## src/rtl/url_percent_codec_macros.svh

```systemverilog
// Assertion macros shared by the URL percent codec RTL.
// No dependencies; included by the modules that carry checks.
`ifndef URL_PERCENT_CODEC_MACROS_SVH
`define URL_PERCENT_CODEC_MACROS_SVH

// Condition must hold on every clock edge out of reset.
`define UPC_ASSERT_ALWAYS(label, clk, rst, cond) \
   label: assert property (@(posedge clk) disable iff (rst) (cond)) \
      else $error("upc invariant violated");

// Consequent must hold in the same cycle as the antecedent.
`define UPC_ASSERT_IMPLIES(label, clk, rst, ante, cons) \
   label: assert property (@(posedge clk) disable iff (rst) (ante) |-> (cons)) \
      else $error("upc implication violated");

`endif

```

## src/rtl/upc_pkg.sv

```systemverilog
// Shared types, character constants and helper functions for the URL percent codec.
// No dependencies; used by every module of the codec.
`default_nettype none

package upc_pkg;

   localparam int QUEUE_DEPTH_DEFAULT = 2;

   localparam logic [7:0] CHAR_PLUS    = 8'h2b;
   localparam logic [7:0] CHAR_PERCENT = 8'h25;
   localparam logic [7:0] CHAR_SPACE   = 8'h20;
   localparam logic [7:0] CHAR_ZERO    = 8'h30;
   localparam logic [7:0] CHAR_NINE    = 8'h39;
   localparam logic [7:0] CHAR_UPPER_A = 8'h41;
   localparam logic [7:0] CHAR_UPPER_F = 8'h46;
   localparam logic [7:0] CHAR_UPPER_Z = 8'h5a;
   localparam logic [7:0] CHAR_LOWER_A = 8'h61;
   localparam logic [7:0] CHAR_LOWER_F = 8'h66;
   localparam logic [7:0] CHAR_LOWER_Z = 8'h7a;
   localparam logic [7:0] CHAR_USCORE  = 8'h5f;
   localparam logic [7:0] CHAR_DASH    = 8'h2d;
   localparam logic [7:0] CHAR_STAR    = 8'h2a;
   localparam logic [7:0] CHAR_DOT     = 8'h2e;
   localparam logic [7:0] UPPER_BASE   = CHAR_UPPER_A - 8'd10;
   localparam logic [7:0] LOWER_BASE   = CHAR_LOWER_A - 8'd10;
   localparam logic [3:0] NIBBLE_MASK  = 4'hf;

   typedef enum logic [1:0] {
      ESC_NONE,
      ESC_FIRST,
      ESC_SECOND
   } esc_phase_type;

   typedef enum logic [1:0] {
      BACK_IDLE,
      BACK_HIGH,
      BACK_LOW
   } back_state_type;

   typedef enum logic {
      CMD_PLAIN,
      CMD_ESCAPE
   } cmd_kind_type;

   // One queued unit of work: a single result byte or a three-byte escape.
   typedef struct packed {
      cmd_kind_type kind;
      logic [7:0]   data;
      logic         last;
      logic         bad;
   } cmd_type;

   function automatic logic is_hex(input logic [7:0] c);
      return (c >= CHAR_ZERO && c <= CHAR_NINE) ||
             (c >= CHAR_UPPER_A && c <= CHAR_UPPER_F) ||
             (c >= CHAR_LOWER_A && c <= CHAR_LOWER_F);
   endfunction

   function automatic logic [3:0] hex_nibble(input logic [7:0] c);
      logic [7:0] diff;
      if (c >= CHAR_LOWER_A) begin
         diff = c - LOWER_BASE;
      end else if (c >= CHAR_UPPER_A) begin
         diff = c - UPPER_BASE;
      end else begin
         diff = c - CHAR_ZERO;
      end
      return diff[3:0] & NIBBLE_MASK;
   endfunction

   function automatic logic [7:0] hex_digit(input logic [3:0] n);
      if (n < 4'd10) begin
         return CHAR_ZERO + {4'd0, n};
      end
      return UPPER_BASE + {4'd0, n};
   endfunction

   function automatic logic passes_plain(input logic [7:0] c);
      return (c >= CHAR_LOWER_A && c <= CHAR_LOWER_Z) ||
             (c >= CHAR_UPPER_A && c <= CHAR_UPPER_Z) ||
             (c >= CHAR_ZERO && c <= CHAR_NINE) ||
             c == CHAR_USCORE || c == CHAR_DASH || c == CHAR_STAR || c == CHAR_DOT;
   endfunction

endpackage

`default_nettype wire

```

## src/rtl/upc_front.sv

```systemverilog
// Front end: accepts input bytes, tracks escape/drop state, classifies each byte into a command.
// Depends on upc_pkg.
`default_nettype none

module upc_front (
   input  wire logic            clock,
   input  wire logic            reset,
   input  wire logic            csr_write_enable,
   input  wire logic            csr_write_data,
   input  wire logic            req_valid,
   output logic                 req_ready,
   input  wire logic [7:0]      req_in_byte,
   input  wire logic            req_in_last,
   input  wire logic            queue_full,
   output logic                 push_valid,
   output upc_pkg::cmd_type     push_cmd
);

   logic                   direction_ff, direction_in;
   upc_pkg::esc_phase_type esc_ff, esc_in;
   logic [3:0]             high_ff, high_in;
   logic                   dropping_ff, dropping_in;

   logic                   accept;
   logic                   dec_error;
   logic                   dec_emit;
   logic [7:0]             dec_byte;
   upc_pkg::esc_phase_type dec_next;
   logic                   byte_is_hex;
   logic [3:0]             byte_nibble;

   assign req_ready   = !queue_full;
   assign accept      = req_valid && req_ready;
   assign byte_is_hex = upc_pkg::is_hex(req_in_byte);
   assign byte_nibble = upc_pkg::hex_nibble(req_in_byte);

   // decode classification of the byte on the input
   always_comb begin
      dec_error = 1'b0;
      dec_emit  = 1'b0;
      dec_byte  = req_in_byte;
      dec_next  = upc_pkg::ESC_NONE;
      unique case (esc_ff)
         upc_pkg::ESC_NONE: begin
            if (req_in_byte == upc_pkg::CHAR_PERCENT) begin
               if (req_in_last) begin
                  dec_error = 1'b1;
               end else begin
                  dec_next = upc_pkg::ESC_FIRST;
               end
            end else begin
               dec_emit = 1'b1;
               if (req_in_byte == upc_pkg::CHAR_PLUS) begin
                  dec_byte = upc_pkg::CHAR_SPACE;
               end
            end
         end
         upc_pkg::ESC_FIRST: begin
            if (!byte_is_hex || req_in_last) begin
               dec_error = 1'b1;
            end else begin
               dec_next = upc_pkg::ESC_SECOND;
            end
         end
         upc_pkg::ESC_SECOND: begin
            if (!byte_is_hex) begin
               dec_error = 1'b1;
            end else begin
               dec_emit = 1'b1;
               dec_byte = {high_ff, byte_nibble};
            end
         end
         default: begin
            dec_next = upc_pkg::ESC_NONE;
         end
      endcase
      if (dropping_ff) begin
         dec_error = 1'b1;
         dec_emit  = 1'b0;
         dec_next  = upc_pkg::ESC_NONE;
      end
   end

   // next state
   always_comb begin
      direction_in = direction_ff;
      esc_in       = esc_ff;
      high_in      = high_ff;
      dropping_in  = dropping_ff;
      if (csr_write_enable) begin
         direction_in = csr_write_data;
         esc_in       = upc_pkg::ESC_NONE;
         high_in      = 4'd0;
         dropping_in  = 1'b0;
      end else if (accept) begin
         if (direction_ff || req_in_last) begin
            esc_in      = upc_pkg::ESC_NONE;
            high_in     = 4'd0;
            dropping_in = 1'b0;
         end else if (dec_error) begin
            esc_in      = upc_pkg::ESC_NONE;
            high_in     = 4'd0;
            dropping_in = 1'b1;
         end else begin
            esc_in  = dec_next;
            high_in = (dec_next == upc_pkg::ESC_SECOND) ? byte_nibble : 4'd0;
         end
      end
   end

   // command to the queue
   always_comb begin
      push_cmd.kind = upc_pkg::CMD_PLAIN;
      push_cmd.data = req_in_byte;
      push_cmd.last = req_in_last;
      push_cmd.bad  = 1'b0;
      push_valid    = 1'b0;
      if (accept) begin
         if (direction_ff) begin
            push_valid = 1'b1;
            if (req_in_byte == upc_pkg::CHAR_SPACE) begin
               push_cmd.data = upc_pkg::CHAR_PLUS;
            end else if (!upc_pkg::passes_plain(req_in_byte)) begin
               push_cmd.kind = upc_pkg::CMD_ESCAPE;
            end
         end else if (dec_error && req_in_last) begin
            push_valid    = 1'b1;
            push_cmd.data = 8'd0;
            push_cmd.bad  = 1'b1;
         end else if (dec_emit) begin
            push_valid    = 1'b1;
            push_cmd.data = dec_byte;
         end
      end
   end

   always_ff @(posedge clock) begin
      if (reset) begin
         direction_ff <= 1'b0;
         esc_ff       <= upc_pkg::ESC_NONE;
         high_ff      <= 4'd0;
         dropping_ff  <= 1'b0;
      end else begin
         direction_ff <= direction_in;
         esc_ff       <= esc_in;
         high_ff      <= high_in;
         dropping_ff  <= dropping_in;
      end
   end

endmodule

`default_nettype wire

```

## src/rtl/upc_queue.sv

```systemverilog
// Short command queue between the codec front end and back end.
// Depends on upc_pkg and url_percent_codec_macros.svh.
`default_nettype none

`include "url_percent_codec_macros.svh"

module upc_queue #(
   parameter int Depth = upc_pkg::QUEUE_DEPTH_DEFAULT
) (
   input  wire logic              clock,
   input  wire logic              reset,
   input  wire logic              push_valid,
   input  wire upc_pkg::cmd_type  push_cmd,
   output logic                   full,
   input  wire logic              pop,
   output upc_pkg::cmd_type       pop_cmd,
   output logic                   empty
);

   localparam int PtrWidth   = $clog2(Depth);
   localparam int CountWidth = $clog2(Depth + 1);
   localparam logic [PtrWidth-1:0]   PtrLast   = PtrWidth'(Depth - 1);
   localparam logic [CountWidth-1:0] CountFull = CountWidth'(Depth);

   upc_pkg::cmd_type        entries_ff [Depth];
   logic [PtrWidth-1:0]     wr_ptr_ff, wr_ptr_in;
   logic [PtrWidth-1:0]     rd_ptr_ff, rd_ptr_in;
   logic [CountWidth-1:0]   count_ff, count_in;

   assign full    = (count_ff == CountFull);
   assign empty   = (count_ff == '0);
   assign pop_cmd = entries_ff[rd_ptr_ff];

   always_comb begin
      wr_ptr_in = wr_ptr_ff;
      rd_ptr_in = rd_ptr_ff;
      count_in  = count_ff;
      if (push_valid) begin
         wr_ptr_in = (wr_ptr_ff == PtrLast) ? '0 : wr_ptr_ff + 1'b1;
      end
      if (pop) begin
         rd_ptr_in = (rd_ptr_ff == PtrLast) ? '0 : rd_ptr_ff + 1'b1;
      end
      if (push_valid && !pop) begin
         count_in = count_ff + 1'b1;
      end else if (pop && !push_valid) begin
         count_in = count_ff - 1'b1;
      end
   end

   always_ff @(posedge clock) begin
      if (push_valid) begin
         entries_ff[wr_ptr_ff] <= push_cmd;
      end
   end

   always_ff @(posedge clock) begin
      if (reset) begin
         wr_ptr_ff <= '0;
         rd_ptr_ff <= '0;
         count_ff  <= '0;
      end else begin
         wr_ptr_ff <= wr_ptr_in;
         rd_ptr_ff <= rd_ptr_in;
         count_ff  <= count_in;
      end
   end

   `UPC_ASSERT_IMPLIES(a_no_overflow, clock, reset, full, !push_valid)
   `UPC_ASSERT_IMPLIES(a_no_underflow, clock, reset, empty, !pop)

endmodule

`default_nettype wire

```

## src/rtl/upc_back.sv

```systemverilog
// Back end: expands queued commands into result bytes behind a registered output stage.
// Depends on upc_pkg and url_percent_codec_macros.svh.
`default_nettype none

`include "url_percent_codec_macros.svh"

module upc_back (
   input  wire logic              clock,
   input  wire logic              reset,
   input  wire logic              queue_empty,
   input  wire upc_pkg::cmd_type  queue_cmd,
   output logic                   queue_pop,
   output logic                   rsp_valid,
   input  wire logic              rsp_ready,
   output logic [7:0]             rsp_out_byte,
   output logic                   rsp_out_last,
   output logic                   rsp_bad_input
);

   upc_pkg::back_state_type state_ff, state_in;
   logic       rsp_valid_ff, rsp_valid_in;
   logic [7:0] rsp_byte_ff, rsp_byte_in;
   logic       rsp_last_ff, rsp_last_in;
   logic       rsp_bad_ff, rsp_bad_in;
   logic [7:0] held_byte_ff, held_byte_in;
   logic       held_last_ff, held_last_in;
   logic       out_free;

   assign out_free      = !rsp_valid_ff || rsp_ready;
   assign rsp_valid     = rsp_valid_ff;
   assign rsp_out_byte  = rsp_byte_ff;
   assign rsp_out_last  = rsp_last_ff;
   assign rsp_bad_input = rsp_bad_ff;

   // next state
   always_comb begin
      state_in = state_ff;
      if (out_free) begin
         unique case (state_ff)
            upc_pkg::BACK_IDLE: begin
               if (!queue_empty && queue_cmd.kind == upc_pkg::CMD_ESCAPE) begin
                  state_in = upc_pkg::BACK_HIGH;
               end
            end
            upc_pkg::BACK_HIGH: state_in = upc_pkg::BACK_LOW;
            upc_pkg::BACK_LOW:  state_in = upc_pkg::BACK_IDLE;
            default:            state_in = upc_pkg::BACK_IDLE;
         endcase
      end
   end

   // outputs
   always_comb begin
      queue_pop    = 1'b0;
      rsp_valid_in = rsp_valid_ff && !rsp_ready;
      rsp_byte_in  = rsp_byte_ff;
      rsp_last_in  = rsp_last_ff;
      rsp_bad_in   = rsp_bad_ff;
      held_byte_in = held_byte_ff;
      held_last_in = held_last_ff;
      if (out_free) begin
         unique case (state_ff)
            upc_pkg::BACK_IDLE: begin
               if (!queue_empty) begin
                  queue_pop    = 1'b1;
                  rsp_valid_in = 1'b1;
                  if (queue_cmd.kind == upc_pkg::CMD_ESCAPE) begin
                     rsp_byte_in  = upc_pkg::CHAR_PERCENT;
                     rsp_last_in  = 1'b0;
                     rsp_bad_in   = 1'b0;
                     held_byte_in = queue_cmd.data;
                     held_last_in = queue_cmd.last;
                  end else begin
                     rsp_byte_in = queue_cmd.data;
                     rsp_last_in = queue_cmd.last;
                     rsp_bad_in  = queue_cmd.bad;
                  end
               end
            end
            upc_pkg::BACK_HIGH: begin
               rsp_valid_in = 1'b1;
               rsp_byte_in  = upc_pkg::hex_digit(held_byte_ff[7:4]);
               rsp_last_in  = 1'b0;
               rsp_bad_in   = 1'b0;
            end
            upc_pkg::BACK_LOW: begin
               rsp_valid_in = 1'b1;
               rsp_byte_in  = upc_pkg::hex_digit(held_byte_ff[3:0]);
               rsp_last_in  = held_last_ff;
               rsp_bad_in   = 1'b0;
            end
            default: begin
               rsp_valid_in = 1'b0;
            end
         endcase
      end
   end

   always_ff @(posedge clock) begin
      rsp_byte_ff  <= rsp_byte_in;
      rsp_last_ff  <= rsp_last_in;
      rsp_bad_ff   <= rsp_bad_in;
      held_byte_ff <= held_byte_in;
      held_last_ff <= held_last_in;
   end

   always_ff @(posedge clock) begin
      if (reset) begin
         state_ff     <= upc_pkg::BACK_IDLE;
         rsp_valid_ff <= 1'b0;
      end else begin
         state_ff     <= state_in;
         rsp_valid_ff <= rsp_valid_in;
      end
   end

   // mid-escape the output stage always holds a digit or the '%'
   `UPC_ASSERT_IMPLIES(a_escape_holds_output, clock, reset, state_ff != upc_pkg::BACK_IDLE, rsp_valid_ff)
   `UPC_ASSERT_IMPLIES(a_escape_not_last, clock, reset, rsp_valid_ff && state_ff == upc_pkg::BACK_LOW, !rsp_last_ff)
   `UPC_ASSERT_IMPLIES(a_error_result_form, clock, reset, rsp_valid_ff && rsp_bad_ff, rsp_last_ff && rsp_byte_ff == 8'd0)

endmodule

`default_nettype wire

```

## src/rtl/url_percent_codec.sv

```systemverilog
// URL percent codec, one byte per transfer on each side.
// req_*: input bytes (req_in_byte, req_in_last) with valid/ready.
// rsp_*: result bytes (rsp_out_byte, rsp_out_last, rsp_bad_input) with valid/ready.
// csr_write_enable/csr_write_data: direction, 1 encodes, 0 decodes; write only when idle.
// Path: an input transfer is written into the queue, then the back end moves it into the
// output register that drives rsp_*; a full queue or a stalled output can hold it.
// Throughput: one byte per cycle while the queue has room; an encoded escape ('%' plus two
// hex digits) holds the output register for its three bytes; the queue of QUEUE_DEPTH
// commands between classifying front end and expanding back end fills and stalls req_ready.
// Decode errors (bad hex digit, escape cut by the last byte) drop the rest of the string
// and give one result with rsp_bad_input set on the byte marked last.
// Reset (synchronous) empties the queue and output stage, selects decoding and clears
// the escape state. If the receiver holds rsp_ready low the output register holds its
// result, the queue fills and req_ready falls; nothing is lost.
// Depends on upc_pkg, upc_front, upc_queue and upc_back.
`default_nettype none

module url_percent_codec #(
   parameter int QUEUE_DEPTH = upc_pkg::QUEUE_DEPTH_DEFAULT
) (
   input  wire logic       clock,
   input  wire logic       reset,
   input  wire logic       csr_write_enable,
   input  wire logic       csr_write_data,
   input  wire logic       req_valid,
   output logic            req_ready,
   input  wire logic [7:0] req_in_byte,
   input  wire logic       req_in_last,
   output logic            rsp_valid,
   input  wire logic       rsp_ready,
   output logic [7:0]      rsp_out_byte,
   output logic            rsp_out_last,
   output logic            rsp_bad_input
);

   logic             queue_full;
   logic             queue_empty;
   logic             push_valid;
   upc_pkg::cmd_type push_cmd;
   logic             queue_pop;
   upc_pkg::cmd_type queue_cmd;

   upc_front u_front (
      .clock            (clock),
      .reset            (reset),
      .csr_write_enable (csr_write_enable),
      .csr_write_data   (csr_write_data),
      .req_valid        (req_valid),
      .req_ready        (req_ready),
      .req_in_byte      (req_in_byte),
      .req_in_last      (req_in_last),
      .queue_full       (queue_full),
      .push_valid       (push_valid),
      .push_cmd         (push_cmd)
   );

   upc_queue #(
      .Depth (QUEUE_DEPTH)
   ) u_queue (
      .clock      (clock),
      .reset      (reset),
      .push_valid (push_valid),
      .push_cmd   (push_cmd),
      .full       (queue_full),
      .pop        (queue_pop),
      .pop_cmd    (queue_cmd),
      .empty      (queue_empty)
   );

   upc_back u_back (
      .clock         (clock),
      .reset         (reset),
      .queue_empty   (queue_empty),
      .queue_cmd     (queue_cmd),
      .queue_pop     (queue_pop),
      .rsp_valid     (rsp_valid),
      .rsp_ready     (rsp_ready),
      .rsp_out_byte  (rsp_out_byte),
      .rsp_out_last  (rsp_out_last),
      .rsp_bad_input (rsp_bad_input)
   );

endmodule

`default_nettype wire
```

## config.mk

```make
export PLATFORM = sky130hd
export DESIGN_NAME = url_percent_codec
export DESIGN_NICKNAME = d
export VERILOG_FILES = /design/src/rtl/upc_pkg.sv /design/src/rtl/upc_front.sv /design/src/rtl/upc_queue.sv /design/src/rtl/upc_back.sv /design/src/rtl/url_percent_codec.sv
export VERILOG_INCLUDE_DIRS = /design/src /design/src/rtl
export SDC_FILE = /design/constraint.sdc
export NUM_CORES = 1
export LEC_CHECK = 0
export ABC_CLOCK_PERIOD_IN_PS = 8300
export BUFFER_PORTS_ARGS = -buffer_cell sky130_fd_sc_hd__buf_2
export CORE_ASPECT_RATIO = 0.6
export CORE_MARGIN = 5
export CORE_UTILIZATION = 60
export CTS_BUF_LIST = sky130_fd_sc_hd__clkbuf_2
export CTS_CLUSTER_DIAMETER = 40
export CTS_CLUSTER_SIZE = 10
export DETAILED_ROUTE_END_ITERATION = 7
export GPL_TIMING_DRIVEN = 0
export PLACE_DENSITY = 0.85
export SLEW_MARGIN = 20
export SYNTH_ARGS = -nofsm -noshare
export SYNTH_HDL_FRONTEND = slang
export SYNTH_SLANG_ARGS = --single-unit
```

## constraint.sdc

```tcl
create_clock -name clock -period 8.3 [get_ports clock]
set_clock_uncertainty 0.05 [all_clocks]
set_input_delay 2.075 -clock clock [delete_from_list [all_inputs] [get_ports clock]]
set_output_delay 2.075 -clock clock [all_outputs]
set_load 0.005 [all_outputs]
```

-- Word-level counts from Yosys, hierarchy flattened
Memories as Yosys holds them, arrays and structs flattened. A register that Yosys moved wholly into a read port is not among the register bits.
Cells that the tools add are included.
- register bits: 34
- bits in writable memories: 22
- bits of input ports: 15
- output and inout bits: 12
- word-level logic and storage cells: 173
- memories: 1
- add/sub/neg operators: 11
- magnitude comparators: 10
- equal/unequal tests: 15
- multiplexer cells: 78
- bitwise operators: 1
- reduce and logical (&&, ||, !) cells: 43
- memory list (name ; depth ; width ; rd ports ; clocked after Yosys merged registers in ; write ports ; RTL line ; source):
    u_queue.entries_ff ; 2 ; 11 ; 1 ; 1 ; 1 ; upc_queue.sv:25 ; upc_pkg::cmd_type entries_ff [Depth];
- operator list (kind ; count):
    two-way mux 8 bit ; 13
    == test 8 x 6 -> 1 bit, second input constant ; 6
    two-way mux 1 bit ; 42
    <= comparator 8 x 7 -> 1 bit, second input constant ; 4
    adder 6 x 4 -> 7 bit, first input constant ; 4
    case mux 8 bit (3 select lines) ; 1
    two-way mux 4 bit ; 5
    >= comparator 8 x 7 -> 1 bit, second input constant ; 2
    two-way mux 2 bit ; 8
    case mux 8 bit (2 select lines) ; 1
    logical AND 1 bit ; 11
    logical OR 1 bit ; 11
    two-way mux 9 bit ; 1
    == test 2 bit, second input constant ; 4
    == test 8 x 7 -> 1 bit, second input constant ; 1
    >= comparator 8 x 6 -> 1 bit, second input constant ; 1
    <= comparator 8 x 6 -> 1 bit, second input constant ; 1
    < comparator 4 bit, second input constant ; 2
    case mux 2 bit (2 select lines) ; 2
    subtractor 4 x 3 -> 4 bit, second input constant ; 2
    logical NOT 1 bit ; 7
    logical NOT 2 bit ; 3
    case mux 1 bit (2 select lines) ; 3
    case mux 1 bit (3 select lines) ; 2
    other kinds (14) ; 21

-- Longest topological paths before layout
Gate-level depths: netlist of run 1.
- depth after elaboration: 17
- mapped depth: 11
- gate-level depth less buffers: 11

-- Hierarchy
A second synthesis of run 1 with hierarchy kept.
- cells, all modules: 290
- area total of the unflattened synthesis: 3069.2 µm²
- by module, submodules not included (module ; times used ; cells each ; area each (µm²) ; sequential area each (µm²)):
    upc_back ; 1 ; 104 ; 1133.6 ; 630.6
    upc_queue ; 1 ; 56 ; 997.2 ; 760.7
    upc_front ; 1 ; 130 ; 938.4 ; 160.2

-- Worst setup path before layout of run 1
Ideal clock, no wire load.
- path kind: input to register
- from: in req_in_byte[0]
- to: mem u_queue.entries_ff[0][0] (netlist name) (enable)
- data arrival time: 3872 ps
- required time: 7870 ps
- setup slack: 3998 ps
- stages on the path: 8
- buffers on the path: 0
- path through: inv_1 -> ha_1 -> nor3b_1 -> nor3_1 -> a21o_4 -> o2bb2ai_4 -> a21oi_4 -> nor2b_1
- cells in the longest elaborated chain, start to end: 15
- RTL lines (item ; RTL line ; source):
    start: declaration ; url_percent_codec.sv:27 ; input wire logic [7:0] req_in_byte,
    >= comparator 8 x 6 -> 1 bit, or another cell as far along ; upc_pkg.sv:54 ; return (c >= CHAR_ZERO && c <= CHAR_NINE) ||
    logical AND 1 bit (on tied branches) ; upc_pkg.sv:54, upc_pkg.sv:55 ;
    logical OR 1 bit ; upc_pkg.sv:54 ;
    logical OR 1 bit ; upc_pkg.sv:55 ; (c >= CHAR_UPPER_A && c <= CHAR_UPPER_F) ||
    logical NOT 1 bit ; upc_front.sv:59 ; if (!byte_is_hex || req_in_last) begin
    logical OR 1 bit ; upc_front.sv:59 ;
    two-way mux 1 bit ; upc_front.sv:59 ;
    case mux 1 bit (3 select lines) ; upc_front.sv:43 ; unique case (esc_ff)
    two-way mux 1 bit ; upc_front.sv:77 ; if (dropping_ff) begin
    logical AND 1 bit ; upc_front.sv:126 ; end else if (dec_error && req_in_last) begin
    two-way mux 1 bit (*) ; upc_front.sv:126 ;
    two-way mux 1 bit (*) ; upc_front.sv:119 ; if (direction_ff) begin
    two-way mux 1 bit (*) ; upc_front.sv:118 ; if (accept) begin
    net push_valid ; url_percent_codec.sv:38 ; logic push_valid;
    two-way mux 1 bit (*) ; upc_queue.sv:52 ; if (push_valid) begin
    two-way mux 1 bit (not written as such) (*) ; upc_queue.sv:53 ; entries_ff[wr_ptr_ff] <= push_cmd;
    end: declaration ; upc_queue.sv:25 ;
Mark *: on every way through the listed nets, which the timed path passes. The rest lies on a longest branch.

-- Final worst setup path of run 1
- from: in req_in_byte[1]
- to: mem u_queue.entries_ff[0][6] (netlist name) (enable)
The elaborated chain is that of the path after synthesis.

==> flow_summary_export.csv, run 1 <==
group,metric,value,unit
yosys,synth-seq-area-share,49.1,%
cells_and_area,stdcell_area,3500,um^2
detailed_routing,drt.antenna.violating_nets,0,
cts,insertion_delay,0.47,ns
placement,gp_routability_congestion,0.953,
yosys,synthArstFlopShare,0,%
setup_path,timing.critical_path.from_type,"primary input",
setup_path,endpoint_arrival_time_on_the_critical_path,4.64,ns
global_routing,grt_pass1_wl,11500,um
setup_path,critical_path.endpoint_type,"flip-flop",
global_routing,first_global_vias,2349,
yosys,synth.distinct_cells,64,
cells_and_area,fillerInstances,382,
detailed_routing,detailroute.via_count,2517,
cts,cts_root_buf,"sky130_fd_sc_hd__clkbuf_2",
setup_path,timing.setup.critical_path_class,"primary input to flip-flop",
cells_and_area,antenna_cells_inserted,0,
yosys,postSynthAreaPerCell,10.6,um^2
cts,cts-root-to-sink-buffers,2,
floorplan,initial_utilization,62.2,%
cts,cts_post_setup_buffers_inserted,0,
floorplan,design.portCount,27,
timing,fin_tns_setup,0,ns
detailed_routing,drt-pass1-iter-count,6,
pwr,powerDensity,278,nW/um^2
pwr,p_seq_share,45.2,%
floorplan,die_height,66.2,um
global_routing,grt_usage,21.5,%
pwr,switching_power,0.338,mW
timing,min_period_over_period,55.5,%
cells_and_area,most-common-layout-cells,"sky130_fd_sc_hd__edfxtp_1, sky130_fd_sc_hd__nor2_1, sky130_fd_sc_hd__buf_2",
placement,number_of_buffers_inserted_by_port_buffering,26,
yosys,syn_nets,325,
yosys,synthesis.yosys.warnings,0,
cts,cts_made_buffers,9,
cts,clk_pin_slew,0.14,ns
global_routing,gr-total-overflow,0,
placement,dpl-instance-area,3370,um^2
cts,cts_tree,"done",
detailed_routing,viasPerCell,6.20,
global_routing,grt_start_max_net_pins,12,
timing,timing.fmax,217,MHz
cells_and_area,final_util,68.9,%
detailed_routing,drt_drc_violations_left,0,
cells_and_area,final_layout_size_suffix_gt1_share,20.3,%
cts,cts-htree-levels,3,
yosys,syn-instance-count,298,
outcome,outcome,"complete, no violations",
timing,max-slew-margin-rel,26.5,%
worst_hold_path,hold_path_class,"flip-flop to flip-flop",
pwr,sw_frac_of_total,34.8,%
timing,final_hold_slack,0.479,ns
setup_path,biggest_fanout_along_the_worst_timing_path,11,
yosys,yosys_most_used_dff,"sky130_fd_sc_hd__edfxtp_1",
cells_and_area,layout_commonest_cell,"sky130_fd_sc_hd__edfxtp_1",
global_routing,grt_antenna_before_repair,0,
setup_path,required,8.34,ns
pwr,internal-power,0.633,mW
detailed_routing,route.detailed.wl_per_inst,17.5,um
timing,timing_worst_slew_pin_value,1.10,ns
flow_run,max_cap_violations,0,
timing,number_of_slew_limit_violations_in_the_final_report,0,
timing,setup_viol,0,
floorplan,dieArea,6860,um^2
cts,number_of_resized_instances_in_the_post_cts_repair_step,0,
cells_and_area,num-nets-final,362,
yosys,synth_area,3160,um^2
pwr,clkPwrFrac,20.3,%
cts,postCtsHoldBufs,0,
yosys,synth_edf_count,41,
cells_and_area,synthToLayoutAreaGrowth,10.7,%
detailed_routing,initialDrtViolationCount,239,
timing,grt_setup_unrepaired,"false",
yosys,ys_ff_latch,57,
pwr,peakVddDrop,0.225,mV
pwr,leakagePower,1.33,nW
pwr,comb_power_share,34.5,%
timing,layout_min_cycle_time,4.60,ns
floorplan,die_w,104,um
timing,timing_hold_violations_final,0,
placement,hpwlAfterDp,5250,um
cts,clock_sink_count,57,
floorplan,placeableCoreArea,5080,um^2
floorplan,rows,20,
detailed_routing,postRouteWirelength,7120,um
==> area by class of cell <==
type	count	area, um^2	area share, %
multi-input cells	217	1510	43.2
clock buffers	11	55.1	1.57
flip-flops and latches	57	1550	44.3
repair buffers	26	130	3.72
clock inverters	5	71.3	2.04
inverters	13	48.8	1.39
well taps	66	82.6	2.36
plain buffers	11	48.8	1.39
==> critical path, cell delays in order <==
cell and delay [ns]:
sky130_fd_sc_hd__buf_2 0.16, sky130_fd_sc_hd__inv_1 0.11, sky130_fd_sc_hd__ha_1 0.33, sky130_fd_sc_hd__nor3b_1 0.12
sky130_fd_sc_hd__nor3_1 0.44, sky130_fd_sc_hd__a21o_4 0.22, sky130_fd_sc_hd__o2bb2ai_4 0.09, sky130_fd_sc_hd__a21oi_4 0.20
sky130_fd_sc_hd__nor2b_1 0.88
==> through the flow <==
| step | instances | worst slack [ns] | power [mW] |
|---|---|---|---|
| after floorplan | 298 | 4.00 | 0.668 |
| after global placement | 390 | 3.40 | 0.759 |
| after detailed placement | 390 | 3.29 | 0.776 |
| after CTS | 406 | 3.77 | 0.970 |
| after global routing | 406 | 3.62 | 1.03 |
| final | 406 | 3.70 | 0.971 |
==> registers in the layout, indices dropped and copies added, names as in the netlist, named ones only <==
name	count
u_front.direction_ff	1
u_front.high_ff	4
u_back.rsp_valid	1
u_back.rsp_out_last	1
u_queue.wr_ptr_ff	1
u_back.state_ff	2
u_queue.entries_ff	22
u_back.rsp_bad_input	1
u_front.esc_ff	2
u_front.dropping_ff	1
u_back.held_byte_ff	8
u_back.held_last_ff	1
u_back.rsp_out_byte	8
u_queue.rd_ptr_ff	1
u_queue.count_ff	2
==> Yosys cell counts (2+ instances only) <==
master / count / share of area (%)
sky130_fd_sc_hd__xnor2_1: 5 / 1.4
sky130_fd_sc_hd__clkbuf_1: 6 / 0.71
sky130_fd_sc_hd__a21oi_1: 18 / 2.9
sky130_fd_sc_hd__nand4_1: 3 / 0.59
sky130_fd_sc_hd__dfxtp_1: 16 / 10
sky130_fd_sc_hd__buf_2: 3 / 0.48
sky130_fd_sc_hd__nand3_1: 5 / 0.79
sky130_fd_sc_hd__xor2_1: 3 / 0.83
sky130_fd_sc_hd__nor4b_1: 2 / 0.55
sky130_fd_sc_hd__inv_1: 13 / 1.5
sky130_fd_sc_hd__nor3_1: 11 / 1.7
sky130_fd_sc_hd__and3_1: 3 / 0.59
sky130_fd_sc_hd__nor2b_1: 6 / 1.2
sky130_fd_sc_hd__ha_1: 12 / 4.8
sky130_fd_sc_hd__a22oi_1: 6 / 1.4
sky130_fd_sc_hd__a22o_1: 5 / 1.4
sky130_fd_sc_hd__o21ai_0: 15 / 2.4
sky130_fd_sc_hd__nand2b_1: 5 / 0.99
sky130_fd_sc_hd__a41oi_1: 2 / 0.55
sky130_fd_sc_hd__edfxtp_1: 41 / 39
sky130_fd_sc_hd__and2_1: 3 / 0.59
sky130_fd_sc_hd__a31oi_1: 4 / 0.79
sky130_fd_sc_hd__nand2_1: 27 / 3.2
sky130_fd_sc_hd__mux2_2: 10 / 3.6
sky130_fd_sc_hd__mux2i_1: 4 / 1.3
sky130_fd_sc_hd__nor2_1: 32 / 3.8
==> power by group through the flow <==
stage | registers (mW) | logic [mW] | clock network (mW)
finish | 0.439 | 0.335 | 0.197
floorplan | 0.442 | 0.226 | 0
global route | 0.446 | 0.374 | 0.210
CTS | 0.439 | 0.333 | 0.198
global placement | 0.441 | 0.318 | 0
detailed placement | 0.445 | 0.331 | 0
==> kinds of logic after synthesis <==
family                     share of synthesized area, %
and+or+nand+nor                                    17.4
AOI/OAI and AO/OA                                  18.1
DFF                                                49.1
buffers and inverters                              3.09
muxes                                              5.31
adders and majority gates                          4.75
xor gates and xnor gates                           2.22
==> per-layer routing <==
layer | track usage [%] | wire [um] | up-vias
met5 | 0 | 0 | -
met4 | 6.62 | 123 | 0
met3 | 6.93 | 800 | 24
met2 | 32.8 | 3100 | 158
met1 | 29.4 | 3090 | 1161
li1 | - | - | 1174
==> final timing paths <==
path | start | slack, ns | end | cells past startpoint
hold / removal | u_queue.rd_ptr_ff | 0.48 | u_queue.rd_ptr_ff | 2
hold reg to reg | u_queue.rd_ptr_ff | 0.48 | u_queue.rd_ptr_ff | 2
setup / recovery | req_in_byte[1] | 3.70 | u_queue.entries_ff[0][6] | 9
setup reg to reg | u_front.esc_ff[1] | 5.48 | u_queue.entries_ff[0][6] | 6
Note: power is estimated with default switching activity, not from simulation.
==> run 2, diff against run 1 <==
- ABC_CLOCK_PERIOD_IN_PS: 8300 -> 3900
- CORE_UTILIZATION: 60 -> 56
- PLACE_DENSITY: 0.85 -> 0.84
- clock period: 8.3 -> 3.9 ns (I/O delays scaled with it)
==> run 2 against run 1 <==
Design area is 1.3% lower; die area rose by 6.2%; critical path depth unchanged; critical path type unchanged.
==> flow_summary_export.csv, run 2 (same netlist as run 1, synthesis figures left out) <==
group,metric,value,unit
worst_hold_path,hold_path_class,"flip-flop to flip-flop",
timing,timing_hold_violations_final,0,
cts,postCtsHoldBufs,0,
timing,setup_viol,0,
cts,cts-htree-levels,3,
cts,insertion_delay,0.47,ns
detailed_routing,drt-pass1-iter-count,5,
global_routing,first_global_vias,2214,
floorplan,rows,21,
pwr,internal-power,1.22,mW
pwr,peakVddDrop,0.385,mV
timing,min_period_over_period,87.0,%
setup_path,biggest_fanout_along_the_worst_timing_path,11,
floorplan,dieArea,7290,um^2
cells_and_area,final_layout_size_suffix_gt1_share,20.6,%
cts,cts_made_buffers,9,
floorplan,die_height,68.2,um
placement,gp_routability_congestion,0.927,
detailed_routing,postRouteWirelength,6550,um
pwr,powerDensity,556,nW/um^2
detailed_routing,drt.antenna.violating_nets,0,
detailed_routing,drt_drc_violations_left,0,
cells_and_area,num-nets-final,362,
cells_and_area,layout_commonest_cell,"sky130_fd_sc_hd__edfxtp_1",
setup_path,required,3.94,ns
worst_hold_path,hold_path_depth,2,
cts,cts_root_buf,"sky130_fd_sc_hd__clkbuf_2",
detailed_routing,initialDrtViolationCount,196,
global_routing,grt_pass1_wl,10800,um
detailed_routing,viasPerCell,5.92,
floorplan,die_w,107,um
setup_path,worst_r2r_path_depth,6,
timing,layout_min_cycle_time,3.39,ns
setup_path,timing.critical_path.from_type,"primary input",
floorplan,design.portCount,27,
setup_path,crit_start,"req_in_byte[0]",
floorplan,placeableCoreArea,5520,um^2
detailed_routing,detailroute.via_count,2421,
global_routing,gr-total-overflow,0,
placement,dpl-instance-area,3380,um^2
cells_and_area,top_register,"u_queue.entries_ff",
cts,number_of_resized_instances_in_the_post_cts_repair_step,0,
setup_path,r2r_end,"u_queue.entries_ff[0][6]",
cells_and_area,synthToLayoutAreaGrowth,9.31,%
global_routing,grt_usage,19.7,%
cells_and_area,most-common-layout-cells,"sky130_fd_sc_hd__edfxtp_1, sky130_fd_sc_hd__nor2_1, sky130_fd_sc_hd__buf_2",
cts,cts_post_setup_buffers_inserted,0,
worst_hold_path,worstHoldEndpoint,"u_queue.count_ff[1]",
detailed_routing,route.detailed.wl_per_inst,16.0,um
setup_path,endpoint_arrival_time_on_the_critical_path,3.44,ns
cts,cts_tree,"done",
global_routing,grt_antenna_before_repair,0,
placement,hpwlAfterDp,4960,um
placement,number_of_buffers_inserted_by_port_buffering,26,
setup_path,timing.setup.critical_path_class,"primary input to flip-flop",
timing,number_of_slew_limit_violations_in_the_final_report,0,
pwr,switching_power,0.702,mW
floorplan,initial_utilization,57.3,%
setup_path,critical_path.reg2reg.startpoint,"u_front.esc_ff[1]",
flow_run,max_cap_violations,0,
timing,max-slew-margin-rel,33.3,%
timing,grt_setup_unrepaired,"false",
setup_path,rrSetupSlack,1.09,ns
cts,clock_sink_count,57,
timing,timing_worst_slew_pin_value,0.998,ns
global_routing,grt_start_max_net_pins,12,
setup_path,critical_path.endpoint_type,"flip-flop",
pwr,leakagePower,1.31,nW
timing,fin_tns_setup,0,ns
worst_hold_path,timing.hold.worst.start,"u_queue.count_ff[1]",
cells_and_area,antenna_cells_inserted,0,
timing,timing.fmax,295,MHz
cells_and_area,largest_register_ffs,22,
cts,cts-root-to-sink-buffers,2,
pwr,sw_frac_of_total,36.6,%
pwr,comb_power_share,36.5,%
cells_and_area,stdcell_area,3450,um^2
outcome,outcome,"complete, no violations",
pwr,clkPwrFrac,14.9,%
cts,clk_pin_slew,0.14,ns
pwr,p_seq_share,48.6,%
run 2: cell types whose count changed in the layout (fill, tap and decap cells not counted), sizes merged:
cell	before	now
bufinv	2	0
clkinv	3	5
run 2: worst max-delay path by stage:
| stage | to | slack (ns) | cells past startpoint |
|---|---|---|---|
| global placement | u_queue.entries_ff[0][9] | 0.1 | 9 |
| detailed placement | u_queue.entries_ff[0][6] | 0.01 | 9 |
| finish | u_queue.entries_ff[0][6] | 0.51 | 9 |
| CTS | u_queue.entries_ff[0][6] | 0.51 | 9 |
| floorplan | u_queue.entries_ff[0][0] | 0.70 | 8 |
| global route | u_queue.entries_ff[0][5] | 0.34 | 9 |
run 2: per-layer routing:
| layer | GRT usage (%) | part of all wire, % |
|---|---|---|
| met3 | 6.69 | 8.2 |
| met5 | 0 | 0 |
| met1 | 27.7 | 49 |
| met4 | 6.38 | 1.1 |
| met2 | 28.8 | 42 |
run 2: final cells by class:
type	instances	area, um^2
plain buffers	11	48.8
clock buffers	11	55.1
clock inverters	5	22.5
fillers	481	2060
inverters	13	48.8
multi-input cells	217	1510
flip-flops and latches	57	1550
well taps	69	86.3
repair buffers	26	130
run 2: through the flow:
stage               util [%]  setup slack [ns]  instances  total power, mW  hold WS [ns]
floorplan                  -             0.698        298             1.42         0.422
global placement        61.2            0.0968        393             1.61         0.435
detailed placement      61.2            0.0118        393             1.64         0.458
CTS                     62.6             0.509        409             1.93         0.476
global route            62.6             0.336        409             2.06         0.498
finish                  62.6             0.508        409             1.92         0.472
run 2: power groups by stage:
stage	sequential (mW)	combinational, mW	clock [mW]
after floorplan	0.940	0.481	0
after global placement	0.937	0.674	0
after detailed placement	0.946	0.698	0
after CTS	0.931	0.702	0.295
after global routing	0.947	0.784	0.327
final	0.932	0.700	0.287
run 2: worst max-delay path, cell delays in order:
cell	delay, ns
sky130_fd_sc_hd__buf_2	0.17
sky130_fd_sc_hd__inv_1	0.11
sky130_fd_sc_hd__ha_1	0.25
sky130_fd_sc_hd__nor3b_1	0.17
sky130_fd_sc_hd__nor3_1	0.42
sky130_fd_sc_hd__a21o_4	0.23
sky130_fd_sc_hd__o2bb2ai_4	0.10
sky130_fd_sc_hd__a21oi_4	0.20
sky130_fd_sc_hd__nor2b_1	0.81
==> run 3, diff against run 2 <==
- ABC_AREA: not set -> 1
==> run 3 against run 2 <==
Utilization is 0.59 points higher; combinational power is 8.0% higher; critical path depth is 6 higher; area after synthesis decreased by 0.28%; critical path type unchanged.
==> flow_summary_export.csv, run 3 <==
group,metric,value,unit
outcome,outcome,"complete, no violations",
detailed_routing,detailroute.via_count,2747,
floorplan,dieArea,7280,um^2
cells_and_area,fillerInstances,450,
cells_and_area,stdcell_area,3490,um^2
yosys,synth_area,3150,um^2
cts,insertion_delay,0.46,ns
placement,dpl.cell_count,460,
timing,worst_slack,0.376,ns
cells_and_area,final_util,63.2,%
pwr,powerDensity,612,nW/um^2
floorplan,initial_utilization,57.1,%
pwr,p_total,2.13,mW
yosys,yosysTopAreaCellShare,39.1,%
yosys,ys_ff_latch,57,
cells_and_area,num-nets-final,429,
floorplan,design.portCount,27,
timing,timing.fmax,284,MHz
cells_and_area,sequential_cell_area,1550,um^2
setup_path,required,3.91,ns
floorplan,rows,21,
cts,cts-root-to-sink-buffers,2,
detailed_routing,drt.antenna.violating_nets,0,
timing,max-slew-margin-rel,34.1,%
cts,cts-htree-levels,3,
timing,min_period_over_period,90.4,%
detailed_routing,drt-pass1-iter-count,5,
global_routing,grt_start_max_net_pins,12,
cts,number_of_resized_instances_in_the_post_cts_repair_step,0,
flow_run,max_cap_violations,0,
cells_and_area,antenna_cells_inserted,0,
setup_path,timing.critical_path.from_type,"primary input",
timing,timing_hold_violations_final,0,
yosys,synth_commonest_cells,"sky130_fd_sc_hd__nand2_1, sky130_fd_sc_hd__inv_1, sky130_fd_sc_hd__edfxtp_1, sky130_fd_sc_hd__nor2_1, sky130_fd_sc_hd__a21oi_1",
detailed_routing,drt_drc_violations_left,0,
floorplan,die_w,107,um
cts,cts_post_setup_buffers_inserted,0,
pwr,leakagePower,1.51,nW
cts,cts_tree,"done",
yosys,synth-seq-area-share,49.2,%
timing,number_of_slew_limit_violations_in_the_final_report,0,
detailed_routing,initialDrtViolationCount,336,
worst_hold_path,hold_path_class,"flip-flop to flip-flop",
placement,hpwlAfterDp,5420,um
cts,clk_pin_slew,0.12,ns
cts,cts_made_buffers,9,
placement,gp_routability_congestion,0.979,
yosys,syn_nets,393,
yosys,postSynthAreaPerCell,8.61,um^2
yosys,synth.largest_area_cell,"sky130_fd_sc_hd__edfxtp_1",
setup_path,biggest_fanout_along_the_worst_timing_path,11,
yosys,synthArstFlopShare,0,%
yosys,synthesis.yosys.warnings,0,
setup_path,critical_path.endpoint_type,"flip-flop",
yosys,synth_edf_count,41,
timing,layout_min_cycle_time,3.52,ns
yosys,synth.distinct_cells,37,
setup_path,endpoint_arrival_time_on_the_critical_path,3.54,ns
timing,grt_setup_unrepaired,"false",
global_routing,grt_antenna_before_repair,0,
cts,postCtsHoldBufs,0,
detailed_routing,viasPerCell,5.78,
floorplan,placeableCoreArea,5520,um^2
placement,pre_cts_ws,-0.00843,ns
yosys,syn-instance-count,366,
cells_and_area,final_layout_size_suffix_gt1_share,15.8,%
global_routing,grt_pass1_wl,12100,um
cells_and_area,most-common-layout-cells,"sky130_fd_sc_hd__nand2_1, sky130_fd_sc_hd__inv_1, sky130_fd_sc_hd__edfxtp_1",
timing,fin_tns_setup,0,ns
timing,final_hold_slack,0.426,ns
timing,timing_worst_slew_pin_value,0.985,ns
cells_and_area,largest_register_ffs,22,
detailed_routing,route.detailed.wl_per_inst,15.2,um
cts,cts_root_buf,"sky130_fd_sc_hd__clkbuf_2",
setup_path,timing.setup.critical_path_class,"primary input to flip-flop",
yosys,yosys.cell_count.top_type,"sky130_fd_sc_hd__nand2_1",
cells_and_area,layout_commonest_cell,"sky130_fd_sc_hd__nand2_1",
cells_and_area,multiInputGateArea,1370,um^2
global_routing,grt_usage,21.8,%
global_routing,first_global_vias,2582,
floorplan,die_height,68.1,um
pwr,peakVddDrop,0.352,mV
placement,number_of_buffers_inserted_by_port_buffering,25,
cells_and_area,layout.cells.non_filler,475,
cells_and_area,top_register,"u_queue.entries_ff",
cells_and_area,synthToLayoutAreaGrowth,10.6,%
detailed_routing,postRouteWirelength,7220,um
global_routing,gr-total-overflow,0,
placement,dpl-instance-area,3360,um^2
cts,clock_sink_count,57,
timing,setup_viol,0,
yosys,yosys-top-cells-area,"sky130_fd_sc_hd__edfxtp_1, sky130_fd_sc_hd__dfxtp_1, sky130_fd_sc_hd__nand2_1",
yosys,yosys_most_used_dff,"sky130_fd_sc_hd__edfxtp_1",
[run 3: cell count changes after synthesis, moves of 6 or more]
| cell | delta |
|---|---|
| sky130_fd_sc_hd__a21oi_1 | +12 |
| sky130_fd_sc_hd__o21ai_1 | +8 |
| sky130_fd_sc_hd__inv_2 | +6 |
| sky130_fd_sc_hd__nand3_1 | +10 |
| sky130_fd_sc_hd__nand2_1 | +45 |
| sky130_fd_sc_hd__nor2b_1 | -6 |
| sky130_fd_sc_hd__a22oi_1 | -6 |
| sky130_fd_sc_hd__inv_1 | +31 |
| sky130_fd_sc_hd__mux2_2 | -10 |
[run 3: layer usage]
layer  wire, um  up-vias  track usage [%]
met4         81        0             7.34
li1           -     1327                -
met1       3270     1281             29.2
met5          0        -                0
met2       3230      127             33.9
met3        642       12             7.16
[run 3: final timing paths]
kind / slack, ns / start / end / cells after the start
worst max-delay path: 0.38 / req_in_byte[0] / u_queue.entries_ff[0][3] / 15
worst min-delay path: 0.43 / u_front.high_ff[1] / u_front.high_ff[1] / 2
worst max register to register: 1.42 / u_front.esc_ff[1] / u_queue.entries_ff[0][3] / 7
worst min register to register: 0.43 / u_front.high_ff[1] / u_front.high_ff[1] / 2
[run 3: cells by family after synthesis]
logic type / after synthesis / share of synthesized area [%]
and+or+nand+nor: 154 / 21.9
AOI/OAI and AO/OA: 82 / 15.5
DFF: 57 / 49.2
buffers and inverters: 56 / 7.19
adders and majority gates: 12 / 4.77
xor gates and xnor gates: 5 / 1.39
[run 3: cell type report]
| class | instances | share of cell area [%] |
|---|---|---|
| sequential | 57 | 44.5 |
| multi-input combinational | 253 | 39.4 |
| inverter | 50 | 5.38 |
| timing repair buffer | 25 | 3.59 |
| tap | 69 | 2.48 |
| clock inverter | 4 | 1.97 |
| clock buffer | 11 | 1.58 |
| buffer | 6 | 1.11 |
[run 3: worst max-delay path: stages]
cell and delay, ns:
sky130_fd_sc_hd__buf_2 0.13, sky130_fd_sc_hd__inv_1 0.18, sky130_fd_sc_hd__ha_1 0.31, sky130_fd_sc_hd__nand3_1 0.21, sky130_fd_sc_hd__nand2_1 0.15, sky130_fd_sc_hd__nand2_4 0.10, sky130_fd_sc_hd__nand2_2 0.10, sky130_fd_sc_hd__nand3_2 0.09
sky130_fd_sc_hd__nand2_1 0.09, sky130_fd_sc_hd__nand2_1 0.08, sky130_fd_sc_hd__nand4_2 0.09, sky130_fd_sc_hd__nand2_1 0.10, sky130_fd_sc_hd__nand2_1 0.10, sky130_fd_sc_hd__nand2_1 0.08, sky130_fd_sc_hd__nor2_1 0.75
[run 3: report_power, final]
part | internal (mW) | total [mW] | leakage [nW] | switching [mW]
clock network | 0.212 | 0.414 | 0.0794 | 0.202
logic | 0.250 | 0.756 | 0.913 | 0.506
registers | 0.896 | 0.962 | 0.522 | 0.0656
